**src/rtl/usv_pkg.sv**
```systemverilog
// Shared widths, types and register codes of the UV sphere cell vertex generator.
`default_nettype none
package usv_pkg;
	localparam int NUM_W = 25;
	localparam int DEN_W = 9;
	localparam int QUO_W = 17;
	localparam int PHASE_W = 16;
	localparam int TRIG_W = 16;
	localparam int MAX_SEGMENTS = 256;

	localparam logic [1:0] REG_RADIUS = 2'd0;
	localparam logic [1:0] REG_SEG_AROUND = 2'd1;
	localparam logic [1:0] REG_SEG_POLE = 2'd2;

	typedef enum logic [1:0] {KIND_BAD, KIND_TOP, KIND_BOT, KIND_MID} cell_kind_t;

	typedef struct packed {
		logic [DEN_W-1:0] den;
		logic [NUM_W-1:0] rem;
		logic [QUO_W-1:0] quo;
	} div_word_t;

	typedef struct packed {
		logic valid;
		logic last;
		logic bad;
	} div_tag_t;

	typedef struct packed {
		logic valid;
		logic last;
		logic bad;
		logic [QUO_W-1:0] tu;
		logic [QUO_W-1:0] tv;
	} vtx_tag_t;
endpackage
`default_nettype wire

```
**src/rtl/usv_sine.sv**
```systemverilog
// Four-stage fixed-point sine of a 16-bit phase, Q1.14 result.
`default_nettype none
module usv_sine (
	input  logic                              clk,
	input  logic                              en,
	input  logic [usv_pkg::PHASE_W-1:0]       phase,
	output logic signed [usv_pkg::TRIG_W-1:0] value
);
	import usv_pkg::*;

	localparam logic [14:0] SIN_A = 15'd25736;
	localparam logic [14:0] SIN_B = 15'd10512;
	localparam logic [14:0] SIN_C = 15'd1160;

	logic [14:0] x;
	logic [30:0] sq;
	logic [30:0] p2;
	logic [30:0] p3;
	logic [30:0] p4;
	logic [16:0] r4;

	logic [14:0] x_s1, x_s2, x_s3;
	logic neg_s1, neg_s2, neg_s3;
	logic [14:0] x2_s1, x2_s2;
	logic [14:0] t_s2, t_s3;

	always_comb begin
		x = phase[14] ? 15'(15'd16384 - {1'b0, phase[13:0]}) : {1'b0, phase[13:0]};
		sq = 31'(x) * 31'(x) + 31'd8192;
		p2 = 31'(SIN_C) * 31'(x2_s1) + 31'd8192;
		p3 = 31'(t_s2) * 31'(x2_s2) + 31'd8192;
		p4 = 31'(x_s3) * 31'(t_s3) + 31'd8192;
		r4 = (p4[30:14] > 17'd16384) ? 17'd16384 : p4[30:14];
	end

	always_ff @(posedge clk) begin
		if (en) begin
			x_s1 <= x;
			neg_s1 <= phase[15];
			x2_s1 <= sq[28:14];
			x_s2 <= x_s1;
			neg_s2 <= neg_s1;
			x2_s2 <= x2_s1;
			t_s2 <= 15'(SIN_B - 15'(p2[30:14]));
			x_s3 <= x_s2;
			neg_s3 <= neg_s2;
			t_s3 <= 15'(SIN_A - 15'(p3[30:14]));
			value <= neg_s3 ? -$signed(r4[15:0]) : $signed(r4[15:0]);
		end
	end
endmodule
`default_nettype wire

```
**config.mk**
```make
export PLATFORM = sky130hd
export DESIGN_NAME = usv_sine
export DESIGN_NICKNAME = d
export VERILOG_FILES = /design/src/rtl/usv_pkg.sv /design/src/rtl/usv_sine.sv
export SDC_FILE = /design/constraint.sdc
export NUM_CORES = 2
export LEC_CHECK = 0
export BUFFER_PORTS_ARGS = -buffer_cell sky130_fd_sc_hd__buf_4
export CORE_ASPECT_RATIO = 0.6
export CORE_MARGIN = 2
export CORE_UTILIZATION = 50
export CTS_CLUSTER_DIAMETER = 120
export DETAILED_ROUTE_END_ITERATION = 10
export GPL_ROUTABILITY_DRIVEN = 0
export GPL_TIMING_DRIVEN = 0
export HOLD_SLACK_MARGIN = 0.05
export PLACE_DENSITY = 0.77
export SLEW_MARGIN = 0
export SYNTH_ARGS = -nofsm -noshare
export SYNTH_HDL_FRONTEND = slang
export SYNTH_SLANG_ARGS = --single-unit
```
**constraint.sdc**
```tcl
create_clock -name clk -period 8.5 [get_ports clk]
set_input_delay 0.85 -clock clk [delete_from_list [all_inputs] [get_ports clk]]
set_output_delay 0.85 -clock clk [all_outputs]
set_load 0.02 [all_outputs]
```
==> flow_metrics.tcl <==
set metrics [dict create \
    path_clk_slew_ns 0.06 \
    antenna_found_initial 4 \
    cts_tree "built" \
    max-slew-margin-rel_pct 16.88 \
    holdBufCountCts 0 \
    hold_end "x_s3[6]" \
    hold_path_startpoint "x_s2[6]" \
    finish.net_count 3762 \
    timing.rr.end "value[12]" \
    critPathCaptureType "flip-flop" \
    htreeDepth 4 \
    whs_path_depth 0 \
    grt_pass1_wl_mm 103.9 \
    hpwl_mm 52.61 \
    drt-initial-drc-count 2123 \
    track_usage_pct 23.97 \
    ys_seq_elements 123 \
    dr.pass1.iters 7 \
    fmax_mhz 118.2 \
    drive_above_1_share_pct 9.184 \
    worstSetupStartpointType "flip-flop" \
    port_buffers 33 \
    ioPinCount 34 \
    grt_max_degree 105 \
    reg2reg_slack_ns 0.04 \
    synthCells 2793 \
    synthTopCellsByCount "inv_1, fa_1, nand2_1, ha_1, and2_1" \
    initial_core_util_pct 50.68 \
    viasPerCell 5.505 \
    required_ns 8.78 \
    worst_r2r_path_depth 24 \
    worst_pin_slew_ns 1.238 \
    wl_per_cell_um 18.17 \
    synth.most_common_cell "inv_1" \
    die_w_um 302.1 \
    synth.top_cell.area_share_pct 35.21 \
    final-max-slew-violation-count 0 \
    ys_warn_count 0 \
    fin_skew_ns 0.01035 \
    ys_seq_area_share_pct 13.85 \
    antenna_left 0 \
    cts.sinks 123 \
    post-route-period-util_pct 99.51 \
    r2r_start "x_s3[1]" \
    core-area_um2 52620 \
    syn_avg_cell_area_um2 9.547 \
    grt_pass1_vias 19600 \
    synth_top_flop_cell "edfxtp_1" \
    cp.arrival_ns 8.74 \
    vias 20070 \
    yosys-top-cells-area "fa_1, ha_1, edfxtp_1" \
    wirelength_mm 66.23 \
    synth.distinct_cells 81 \
    placementRows 65 \
    clock_latency_ns 0.45 \
    setup_viol 0 \
    cts_buffers 17 \
    synth-edff-count 123 \
    syn2layout_area_growth_pct 10.97 \
    root_buffer "clkbuf_16" \
    syn_area_um2 26670 \
    grt.overflow.total 0 \
    drc_errors 0 \
    utilization_pct 56.24 \
    maxCapViolCount 0 \
    whs_ns 0.4145 \
    cp_max_fo 10 \
    hold_violations 0 \
    rsz0062_at_grt "yes" \
    dieArea_um2 55250 \
    synth_top_area_cell "fa_1" \
    fp.dieH_um 182.9 \
    hold_path.class "reg2reg" \
    cts.path.max_buffers 2 \
    async_reset_ff_share_pct 0 \
    path_class "reg2reg" \
    status "completed" \
    period_minus_slack_ns 8.459 \
]
==> layout by cell type, fill, tap and decap left out, types with 7 or more instances in the layout <==
cell and count:
nor3_1 17, nand4_1 9, and3_1 10, nor2b_1 8, inv_2 7, or3_1 11, o211ai_1 12, buf_4 106
a211oi_1 10, a21oi_1 56, mux2i_1 8, and2_1 185, a21o_1 23, conb_1 10, buf_6 13, nor2_1 121
xor2_1 25, fa_1 469, nand2_1 376, inv_1 576, nand3_1 26, o21a_1 15, o21ai_0 30, clkbuf_2 15
o21bai_1 7, clkbuf_16 17, ha_1 342, edfxtp_1 123, xnor2_1 69, clkbuf_1 37
==> worst max-delay path, cell delays in order, from the launching register on <==
cell and delay [ns]:
edfxtp_1 0.58, buf_2 0.37, and2_1 0.21, fa_1 0.44
fa_1 0.53, fa_1 0.44, fa_1 0.51, fa_1 0.43
fa_1 0.46, ha_1 0.37, a21oi_2 0.22, o21ai_2 0.13
a221o_1 0.43, a21o_1 0.22, nor4b_2 0.24, a311oi_2 0.11
or4_4 0.62, o41ai_4 0.53, buf_4 0.20, nand2_1 0.11
ha_4 0.23, nand2_2 0.12, o221a_4 0.24, mux2_2 0.36
a21oi_4 0.19
==> cells by family (layout without fill, tap and decap cells) <==
logic type                 Yosys count  in the layout  share of synthesized area, %
AOI/OAI and AO/OA                  244            244                         6.630
DFF                                123            123                         13.85
and+or+nand+nor                    824            824                         14.78
muxes                               10             10                        0.3848
other                                2             12                       0.02816
buffers and inverters              671            810                         9.450
xor gates and xnor gates           102            102                         3.350
adders and majority gates          817            817                         51.53
==> layer usage <==
metal	part of all wire (%)	GRT usage, %
met3	15	10.73
met2	39	30.27
met4	1.1	3.485
met5	0.097	4.056
met1	46	37.11
==> state kept, by name (all words and copies together), names as in the netlist <==
register,flops
neg_s1,1
value,16
x2_s1,15
x_s1,15
neg_s3,1
neg_s2,1
x_s2,15
t_s2,14
x_s3,15
t_s3,15
x2_s2,15
==> per-stage QoR <==
step | setup WS [ns] | instances | instance area (um2) | setup TNS (ns)
final | 0.04127 | 3645 | 29590 | 0
after global placement | -1.367 | 3537 | 27840 | -17.27
after detailed placement | -1.425 | 3538 | 27870 | -19.02
after CTS | 0.007703 | 3596 | 28820 | 0
after global routing | -0.1773 | 3644 | 29590 | -0.5623
after floorplan | 0.01227 | 2801 | 26720 | 0
==> area by class of cell <==
| cell class | count | area (um2) |
|---|---|---|
| diodes | 2 | 5.005 |
| plain buffers | 79 | 462.9 |
| clock buffers | 17 | 425.4 |
| clock inverters | 14 | 111.4 |
| fillers | 4469 | 23030 |
| inverters | 591 | 2236 |
| multi-input cells | 2007 | 20880 |
| flip-flops and latches | 123 | 3694 |
| well taps | 703 | 879.6 |
| repair buffers | 109 | 894.6 |
==> how the worst max path moves through the flow <==
stage	from	endpoint	slack (ns)	cells after the start
after floorplan	phase[0]	x2_s1[14]	0.01	28
final	x_s3[1]	value[12]	0.04	24
after CTS	x_s3[6]	value[12]	0.008	28
after global placement	phase[0]	x2_s1[11]	-1.37	28
after detailed placement	phase[0]	x2_s1[11]	-1.42	28
after global routing	x_s3[6]	value[12]	-0.18	29
==> what timing repair did <==
action,CTS,global route
setup endpoints to repair,23,15
buffers inserted,28,49
gates resized for setup,67,129
pin swaps,10,42
Power is not shown: default switching activity piles up to over one toggle a cycle in this logic, so the estimate is an artifact.
