**config.mk**
```make
export PLATFORM = sky130hd
export DESIGN_NAME = usv_div_chain
export DESIGN_NICKNAME = d
export VERILOG_FILES = /design/src/rtl/usv_pkg.sv /design/src/rtl/usv_div_cell.sv /design/src/rtl/usv_div_chain.sv
export SDC_FILE = /design/constraint.sdc
export NUM_CORES = 1
export LEC_CHECK = 0
export ABC_CLOCK_PERIOD_IN_PS = 3500
export BUFFER_PORTS_ARGS = -buffer_cell sky130_fd_sc_hd__buf_2
export CAP_MARGIN = 0
export CORE_MARGIN = 2
export CORE_UTILIZATION = 35
export CTS_BUF_LIST = sky130_fd_sc_hd__clkbuf_8
export CTS_CLUSTER_SIZE = 28
export DETAILED_ROUTE_END_ITERATION = 12
export SYNTH_ARGS = -nofsm -noshare
export SYNTH_HDL_FRONTEND = slang
export SYNTH_SLANG_ARGS = --single-unit
```
**constraint.sdc**
```tcl
create_clock -name clk -period 3.5 [get_ports clk]
set_clock_uncertainty 0.2 [all_clocks]
set_input_delay 0.35 -clock clk [delete_from_list [all_inputs] [get_ports clk]]
set_output_delay 0.35 -clock clk [all_outputs]
set_load 0.02 [all_outputs]
```
**src/rtl/usv_pkg.sv**
```systemverilog
// Shared widths, types and register codes of the UV sphere cell vertex generator.
`default_nettype none
package usv_pkg;
	localparam int NUM_W = 25;
	localparam int DEN_W = 9;
	localparam int QUO_W = 17;
	localparam int PHASE_W = 16;
	localparam int TRIG_W = 16;
	localparam int MAX_SEGMENTS = 256;

	localparam logic [1:0] REG_RADIUS = 2'd0;
	localparam logic [1:0] REG_SEG_AROUND = 2'd1;
	localparam logic [1:0] REG_SEG_POLE = 2'd2;

	typedef enum logic [1:0] {KIND_BAD, KIND_TOP, KIND_BOT, KIND_MID} cell_kind_t;

	typedef struct packed {
		logic [DEN_W-1:0] den;
		logic [NUM_W-1:0] rem;
		logic [QUO_W-1:0] quo;
	} div_word_t;

	typedef struct packed {
		logic valid;
		logic last;
		logic bad;
	} div_tag_t;

	typedef struct packed {
		logic valid;
		logic last;
		logic bad;
		logic [QUO_W-1:0] tu;
		logic [QUO_W-1:0] tv;
	} vtx_tag_t;
endpackage
`default_nettype wire

```
**src/rtl/usv_div_cell.sv**
```systemverilog
// One restoring division cell that settles a single quotient bit.
`default_nettype none
module usv_div_cell #(
	parameter int BIT = 0
) (
	input  logic                clk,
	input  logic                en,
	input  usv_pkg::div_word_t  din,
	output usv_pkg::div_word_t  dout
);
	import usv_pkg::*;

	div_word_t word_q;
	div_word_t nxt;
	logic [NUM_W-1:0] trial;
	logic ge;

	always_comb begin
		trial = NUM_W'(din.den) << BIT;
		ge = din.rem >= trial;
		nxt.den = din.den;
		nxt.rem = ge ? din.rem - trial : din.rem;
		nxt.quo = din.quo | (ge ? (QUO_W'(1) << BIT) : '0);
	end

	always_ff @(posedge clk) begin
		if (en) begin
			word_q <= nxt;
		end
	end

	assign dout = word_q;
endmodule
`default_nettype wire

```
**src/rtl/usv_div_chain.sv**
```systemverilog
// Pipelined divider built as a row of division cells, one quotient bit per cell.
`default_nettype none
module usv_div_chain (
	input  logic                        clk,
	input  logic                        en,
	input  logic [usv_pkg::NUM_W-1:0]   num,
	input  logic [usv_pkg::DEN_W-1:0]   den,
	output logic [usv_pkg::QUO_W-1:0]   quo
);
	import usv_pkg::*;

	div_word_t words [QUO_W+1];

	assign words[0] = '{den: den, rem: num, quo: '0};

	for (genvar i = 0; i < QUO_W; i++) begin : g_cell
		usv_div_cell #(.BIT(QUO_W - 1 - i)) u_cell (
			.clk  (clk),
			.en   (en),
			.din  (words[i]),
			.dout (words[i+1])
		);
	end

	assign quo = words[QUO_W].quo;
endmodule
`default_nettype wire

```
==> flow_metrics.py <==
metrics = {
    "power_and_ir_drop": {
        "p_clk_share_pct": 28.0,
        "pwr-share-comb_pct": 23.6,
        "p_seq_share_pct": 48.3,
        "vdd_ir_drop_max_mv": 0.2918,
        "power_switching_share_pct": 29.95,
        "p_per_area_nw_per_um2": 672.9,
        "internal_power_mw": 17.34,
        "p_leak_nw": 13.55,
        "switchingPower_mw": 7.412,
    },
    "global_routing": {
        "grt_usage_pct": 13.39,
        "grt_max_degree": 104,
        "grt_pass1_vias": 19460,
        "grt_overflow_total": 0,
        "antenna_found_initial": 1,
        "grt_pass1_wl_um": 101500,
    },
    "synthesis": {
        "yosysUniqueCellTypes": 84,
        "synth-compound-area-share_pct": 8.144,
        "ys_ff_latch": 697,
        "synthSimpleGateAreaFrac_pct": 10.17,
        "yosysTopAreaCell": "edfxtp_1",
        "synth_top_family_by_area": "simple AND/OR/NAND/NOR gates",
        "synthFlopType": "edfxtp_1",
        "yosysSeqAreaShare_pct": 65.03,
        "synthAdderAreaFrac_pct": 6.943,
        "synth_mux_area_share_pct": 1.843,
        "synth_common_cells": "edfxtp_1, inv_1, nor2_1, ha_1, a21oi_1",
        "synth_nets": 2579,
        "netlist_top_cells_area": "edfxtp_1, ha_1, xnor2_1",
        "avgSynthCellArea_um2": 13.56,
        "yosysMostFrequentCell": "edfxtp_1",
        "async_reset_ff_share_pct": 0,
        "yosysWarnings": 0,
        "synthCells": 2374,
        "synth_area_um2": 32190,
        "synth_edf_count": 697,
        "synth-xor-area-share_pct": 5.225,
        "post-synth-top-area-fraction_pct": 65.03,
    },
    "setup_path": {
        "worst_r2r_startpoint": "g_cell[4].u_cell.dout[50]$_DFFE_PP_",
        "cp_slowest_cell": "edfxtp_1",
        "cp_data_arrival_time_ns": 3.64,
        "r2r-end": "g_cell[5].u_cell.dout[41]$_DFFE_PP_",
        "startpoint": "g_cell[4].u_cell.dout[50]$_DFFE_PP_",
        "cpLargestDelayFamily": "compound AO/OA/AOI/OAI gates",
        "crit_chain": "inv_1, ha_1, and4b_1, nand3_1, o21ai_0, a211o_1, a21boi_1, nand4_1, xnor2_1",
        "path_max_fanout": 9,
        "cp-start-kind": "flip-flop",
        "crit_required_ns": 3.80,
        "crit_end": "g_cell[5].u_cell.dout[41]$_DFFE_PP_",
        "reg2reg_depth": 9,
        "slowest_delay_ns": 0.41,
        "cp_num_cells": 9,
        "worstPathBufferInverterCount": 1,
        "worstSetupEndpointType": "flip-flop",
        "worstSetupPathType": "flip-flop to flip-flop",
        "r2r_slack_ns": 0.16,
    },
    "floorplanning": {
        "placementRows": 111,
        "fp.coreArea_um2": 91390,
        "die_area_um2": 94400,
        "floorplan.initialDensity_pct": 35.22,
        "dieHeight_um": 307.3,
        "pin_count": 53,
        "die_width_um": 307.3,
    },
    "cts": {
        "cts_tree": "done",
        "clock_latency_ns": 0.72,
        "cts_htree_levels": 3,
        "clkSlewWorstSetupHoldPaths_ns": 0.06,
        "clock_sinks": 697,
        "cts_made_buffers": 114,
        "root_buffer": "clkbuf_8",
        "clockBufferDepth": 3,
    },
    "sta": {
        "hold_slack_ns": 0.1505,
        "rsz0062_at_grt": "false",
        "hold_violations": 0,
        "slew_viol_final": 0,
        "finalSetupTns_ns": 0,
        "worstMarginPinSlew_ns": 0.7852,
        "period_needed_ns": 3.336,
        "fmax_mhz": 299.8,
        "period_share_pct": 95.31,
        "timing.slew.headroom_pct": 46.30,
        "setup_violations": 0,
    },
    "placed_design": {
        "port_buffers": 52,
        "hpwl_um": 45690,
        "gp_congestion": 0.8620,
    },
    "routing": {
        "wl_per_cell_um": 16.38,
        "first_pass_iters": 5,
        "first_iter_violations": 1141,
        "viasPerCell": 4.921,
        "postRouteAntennaNets": 0,
        "finalWirelength_um": 63340,
        "post-route-drc-count": 0,
        "num_vias": 19040,
    },
    "finish": {
        "area_delta_synth_final_pct": 14.29,
        "nets": 2792,
        "drive_gt1_share_pct": 11.23,
        "largest_reg_flops": 697,
    },
    "status": {
        "outcome": "finished clean",
    },
    "worst_hold_path": {
        "hp-class": "input port to flip-flop",
    },
    "run": {
        "drv_cap": 0,
    },
}
-- layout by cell type (no fill, tap or decap), types with 50 or more instances in the layout --
master / Yosys / layout
xnor2_1: 103 / 102
nand2_1: 119 / 119
o21ai_0: 106 / 106
edfxtp_1: 697 / 697
nor4_1: 50 / 50
nor3_1: 64 / 64
buf_2: 5 / 51
nor2_1: 162 / 162
a21oi_1: 135 / 135
ha_1: 153 / 153
xor2_1: 89 / 89
clkbuf_8: 0 / 116
inv_1: 194 / 227
-- cell type report --
type,count,area (um2)
well taps,1186,1484
flip-flops and latches,697,20930
diodes,1,2.502
fillers,8511,54600
multi-input cells,1454,10420
clock buffers,116,1597
repair buffers,125,980.9
clock inverters,94,636.9
inverters,195,732.0
-- worst reg2reg max path, stage by stage, from the launching register on --
cell	delay (ns)
edfxtp_1	0.41
inv_1	0.07
ha_1	0.37
and4b_1	0.38
nand3_1	0.24
o21ai_0	0.31
a211o_1	0.33
a21boi_1	0.32
nand4_1	0.18
xnor2_1	0.34
-- how the worst min path moves through the flow --
stage / from / end / slack [ns] / cells past startpoint
6_report: num[7] / g_cell[0].u_cell.dout[24]$_DFFE_PP_ / 0.15 / 2
5_1_grt: num[2] / g_cell[0].u_cell.dout[19]$_DFFE_PP_ / 0.10 / 2
4_1_cts: num[8] / g_cell[0].u_cell.dout[25]$_DFFE_PP_ / 0.08 / 2
3_5_place_dp: g_cell[13].u_cell.dout[15]$_DFFE_PP_ / g_cell[14].u_cell.dout[15]$_DFFE_PP_ / 0.20 / 0
3_3_place_gp: g_cell[5].u_cell.dout[14]$_DFFE_PP_ / g_cell[6].u_cell.dout[14]$_DFFE_PP_ / 0.20 / 0
2_1_floorplan: g_cell[9].u_cell.dout[10]$_DFFE_PP_ / g_cell[10].u_cell.dout[10]$_DFFE_PP_ / 0.20 / 0
-- per-layer routing --
layer	wire length, um	track usage [%]	vias to the layer above
li1	-	-	9339
met1	27070	16.08	9160
met2	31830	23.66	385
met3	2251	2.581	151
met4	2186	5.207	0
met5	0	0	-
-- what timing repair did --
| item | in CTS | in global routing |
|---|---|---|
| endpoints found under the setup margin | 0 | 4 |
| buffers inserted | 0 | 0 |
| endpoints found under the hold margin | 82 | 0 |
| hold buffers | 35 | 0 |
| gates resized for setup | 0 | 2 |
-- power by group through the flow --
stage          clock network, mW  registers [mW]  logic, mW
3_5_place_dp                   0            12.1       5.75
6_report                    6.94            12.0       5.85
3_3_place_gp                   0            12.1       5.60
4_1_cts                     7.19            12.0       5.83
2_1_floorplan                  0            11.7       4.31
5_1_grt                     7.56            12.1       6.53
-- cell families after synthesis --
| logic type | Yosys count |
|---|---|
| xor gates and xnor gates | 192 |
| and+or+nand+nor | 626 |
| DFF | 697 |
| AOI/OAI and AO/OA | 415 |
| muxes | 52 |
| adders and majority gates | 169 |
| buffers and inverters | 223 |
-- per-stage QoR --
stage          power, mW  cell area, um2  util [%]  cells  setup WS, ns
6_report           24.75           36790     40.25   3868        0.1642
5_1_grt            26.20           36790     40.25   3868       0.01719
4_1_cts            24.99           36780     40.24   3867       0.08083
3_5_place_dp       17.88           34190     37.42   3622        0.1312
3_3_place_gp       17.69           34190     37.42   3622        0.2849
2_1_floorplan      16.03           32190         -   2374        0.4069
Note: power is estimated with default switching activity, not from simulation.
